==> config.mk <==
export PLATFORM = sky130hd
export DESIGN_NAME = pli_ram
export DESIGN_NICKNAME = d
export VERILOG_FILES = /design/src/hdl/pli_ram.sv
export SDC_FILE = /design/constraint.sdc
export NUM_CORES = 2
export LEC_CHECK = 0
export ABC_AREA = 1
export BUFFER_PORTS_ARGS = -buffer_cell sky130_fd_sc_hd__buf_2
export CAP_MARGIN = 20
export CORE_UTILIZATION = 40
export DETAILED_ROUTE_END_ITERATION = 16
export PLACE_DENSITY = 0.68
export SLEW_MARGIN = 20
export SYNTH_ARGS = -nofsm -noshare
export SYNTH_HDL_FRONTEND = slang
export SYNTH_SLANG_ARGS = --single-unit
export TNS_END_PERCENT = 1
==> constraint.sdc <==
create_clock -name clk -period 5 [get_ports clk]
set_clock_uncertainty 0.15 [all_clocks]
set_input_delay 0.5 -clock clk [delete_from_list [all_inputs] [get_ports clk]]
set_output_delay 0.5 -clock clk [all_outputs]
set_load 0.005 [all_outputs]
==> src/hdl/pli_ram.sv <==
`default_nettype none
module pli_ram #(
  parameter int WIDTH = 32,
  parameter int DEPTH = 64
) (
  input  wire logic                     clk,
  input  wire logic                     we,
  input  wire logic [$clog2(DEPTH)-1:0] waddr,
  input  wire logic [WIDTH-1:0]         wdata,
  input  wire logic [$clog2(DEPTH)-1:0] raddr,
  output      logic [WIDTH-1:0]         rdata
);
  logic [WIDTH-1:0] mem [DEPTH];

  always_ff @(posedge clk) begin
    if (we) begin
      mem[waddr] <= wdata;
    end
    rdata <= mem[raddr];
  end
endmodule
`default_nettype wire

# Yosys cells after proc, flatten, opt, wreduce, memory -nomap -nowiden

Memories as Yosys holds them, arrays and structs flattened. A register that Yosys moved wholly into a read port is not among the register bits.
Index checks and enable logic that the tools add are counted.

Mux-type cells: 2

Operators by type and width:

| operator         | number |
|---|---|
| 2-to-1 mux 1 bit | 2 |

Bits in registers: 0
RAM bits: 2048
Output and inout port bits: 32
Memories: 1

Memory list:

| memory | words | bits a word | rd ports | clocked after Yosys merged registers in | write ports | RTL line | text |
|---|---|---|---|---|---|---|---|
| mem    | 64    | 32          | 1        | 1                                       | 1           | 13       | `logic [WIDTH-1:0] mem [DEPTH];` |

# Longest topological paths before layout

Depth in word-level cells: 2
Gate-level depth with buffers: 13
Gate-level depth less buffers: 9

# Worst setup path before layout

OpenSTA, ideal clock, no wires.

Kind: input-to-reg
Start point: in we
End point: mem mem[48][0] (enable)
Library setup time: 0.502 ns
Arrival time: 4.128 ns
Data required time: 4.348 ns
Setup slack: 0.220 ns
Stages on the path: 3
Path buffers: 1
Cells stage by stage: clkbuf_1 > nand4_1 > nor4_1

Word-level cells in the longest chain between the ends: 2

Ends and longest elaborated chain:

| what                                   | RTL line | text |
|---|---|---|
| start, declared                        | 7        | `input wire logic we,` |
| 2-to-1 mux 1 bit                       | 16       | `if (we) begin` |
| 2-to-1 mux 1 bit (implied by the code) | 17       | `mem[waddr] <= wdata;` |
| end, declared                          | 13       |  |

Every way passes these cells.

==> impl_results.md <==
* Final hold viol count at 0
* Post-synth top cells: 2248 x nand2_1, 2048 x edfxtp_1, 1907 x nand3_1, 282 x buf_2, 77 x clkbuf_1
* DR WL/cell at 25.13 µm
* Slew margin rel. at 25.90%
* RSZ-0062 raised after global routing: false
* IO Port Bufs at 77
* Final Instance Area at 93320 µm²
* Crit Path Class: input pin to register
* Worst-path fanout max at 173
* Peak supply drop at 0.3628 mV
* Mapped Cells at 6769
* Vias per cell at 5.681
* H-tree depth at 4
* Largest family of logic cells by synthesized area: simple AND/OR/NAND/NOR gates
* Worst path buffer plus inverter count at 3
* Synthesized-area fraction occupied by ao, oa, aoi and oai cells at 0%
* Placed Area at 86730 µm²
* Post CTS Setup Buffer Count at 0
* Sink Count at 2080
* CP required at 5.62 ns
* TritonCTS clock tree: done
* Cts repair resizes at 0
* Clock-pin slew on the worst setup and hold paths at 0.07 ns
* Max cap viols at 0
* Syn Area/Cell at 12.22 µm²
* Initial antenna violation count at 28
* Clk Latency, worst-skew pair at 0.85 ns
* Critical Path AT at 3.83 ns
* Layout area overhead at 12.79%
* # DRC at 0
* Area contributors post-synth: edfxtp_1 74%, nand3_1 12%, nand2_1 10%, buf_2 1.7%, dfxtp_1 0.77%
* Initial Util at 40.36%
* DPL Wire Length at 136.7 mm
* Largest net degree at the start of global routing at 174
* Post-synthesis simple-gate area fraction at 22.12%
* Drt pass-1 iters at 8
* Multiplexer share of the synthesized area at 0%
* Fmax at 311.3 MHz
* Sequential fraction of the synthesis area at 75.10%
* Final wirelength at 243.1 mm
* Initial drt markers at 8185
* CTS Buffer Depth at 3
* Global Route Usage Sum at 22.91%
* Die area at 208700 µm²
* Syn nets at 6815
* Vias in the first global route at 51230
* Worst setup SP type: input pin
* Leakage at 0.03243 µW
* Netlist cell types at 16
* Top Family by Delay on Critical Path: simple AND/OR/NAND/NOR gates
* Final setup fails at 0
* Post-synth top flop: edfxtp_1
* Final period utilization at 64.25%
* Least-Margin Pin Slew at 1.112 ns
* Root Buffer: clkbuf_16
* Critical Path Sink Type: register
* Slew Limit Fails at 0
* Vias at 54960
* Antenna-violating nets left at 0
* Boundary pin count at 78
* Share of layout cells above drive strength 1 at 8.642%
* Final nets at 6821
* Worst path cell trace: buf_8 -> inv_16 -> buf_12 -> nand2_1 -> nand3_1 -> nand3_1 -> nand2_1 -> nand2_1 -> nand3_1 -> nand3_1 -> nand2_1
* PD cells at 390.3 nW/µm²
* Top-area cell type share of the netlist area at 74.33%
* Cell taking the most area after synthesis: edfxtp_1
* Mapped Area at 82740 µm²
* Status: finished clean
* GP Congestion at 0.8962
* Core Area at 205000 µm²
* # hold bufs at CTS at 7
* Site row count at 166
* Die X at 456.8 µm
* Max stage delay cell, worst path: nand3_1
* Fin crit period at 3.213 ns
* Post-synthesis adder-cell area fraction at 0%
* First-pass GRT wire length at 353.6 mm
* Yosys warning total at 0
* Count leader, synth: nand2_1
* Tightest Hold Check Type: input pin to register
* Post-route setup TNS at 0 ns
* Number of synthesized flops with an enable pin at 2048
* Die height at 456.8 µm
* Cts bufs inserted at 189
* Synth Register Bits at 2080
* Fraction of registers with async set/reset at 0%
* Grt total ovfl at 0
* Post-synthesis xor/xnor area fraction at 0%
* CP max stage delay at 0.66 ns
[sequential cells by signal (all words and copies together), names as in the netlist]
signal  cells
rdata      32
mem      2048
[path summary, 6_finish.rpt]
check	end	start	slack [ns]	depth (start not counted)
max	rdata[8]$_DFF_P_	raddr[0]	1.79	11
min	mem[49][8]$_DFFE_PP_	wdata[8]	0.09	1
max reg2reg	rdata[8]$_DFF_P_	mem[21][8]$_DFFE_PP_	2.91	8
min reg2reg	rdata[24]$_DFF_P_	mem[43][24]$_DFFE_PP_	0.67	8
[through the flow]
| step | setup WS (ns) | hold slack (ns) | instances | power (µW) | util (%) |
|---|---|---|---|---|---|
| 3_5_place_dp | 1.217 | 0.6419 | 9259 | 22060 | 42.31 |
| 5_1_grt | 1.874 | 0.07942 | 9668 | 37300 | 45.52 |
| 6_report | 1.787 | 0.09310 | 9674 | 36430 | 45.52 |
| 2_1_floorplan | 0.2200 | 0.4489 | 6769 | 20890 | - |
| 4_1_cts | 2.103 | 0.03513 | 9613 | 36470 | 45.38 |
| 3_3_place_gp | 1.219 | 0.6459 | 9242 | 22030 | 42.11 |
[layer usage]
metal,wire [µm],up-vias,share of wire (%),GRT usage (%)
li1,-,24190,-,-
met1,89840,26880,37,30.39
met2,110900,3403,46,35.27
met3,27260,474,11,4.450
met4,14970,14,6.2,13.08
met5,94,-,0.039,0
[report_power, final]
| part | internal, µW | total, µW | switching [µW] |
|---|---|---|---|
| registers | 19300 | 19500 | 154 |
| clock network | 8310 | 14700 | 6370 |
| logic | 529 | 2300 | 1770 |
[area by class of cell]
type / instances / area [µm²]
clock buffers: 245 / 5112
clock inverters: 102 / 1117
diodes: 55 / 137.6
fillers: 17640 / 111700
inverters: 12 / 81.33
flip-flops and latches: 2080 / 62140
multi-input cells: 4228 / 18770
well taps: 2688 / 3363
repair buffers: 264 / 2601
[cell usage in the layout, fill, tap and decap left out, types with 2 or more instances in the layout]
| master | n |
|---|---|
| nor4_2 | 8 |
| edfxtp_1 | 2048 |
| buf_16 | 14 |
| nand2_1 | 2248 |
| clkbuf_1 | 41 |
| nand4_1 | 9 |
| diode_2 | 55 |
| clkinv_8 | 4 |
| clkinv_2 | 28 |
| dlygate4sd3_1 | 7 |
| clkinv_4 | 3 |
| nand3_1 | 1907 |
| buf_2 | 62 |
| clkinv_1 | 33 |
| buf_4 | 141 |
| inv_6 | 8 |
| nor2_4 | 56 |
| bufinv_16 | 21 |
| inv_1 | 7 |
| clkinvlp_4 | 4 |
| clkbuf_8 | 13 |
| inv_16 | 3 |
| inv_8 | 2 |
| buf_8 | 3 |
| clkbuf_16 | 191 |
| buf_12 | 36 |
| dfxtp_1 | 32 |
[cell families after synthesis]
group,after synthesis
buf+inv,461
simple gates,4228
flops,2080
(Power assumes the default switching activity.)
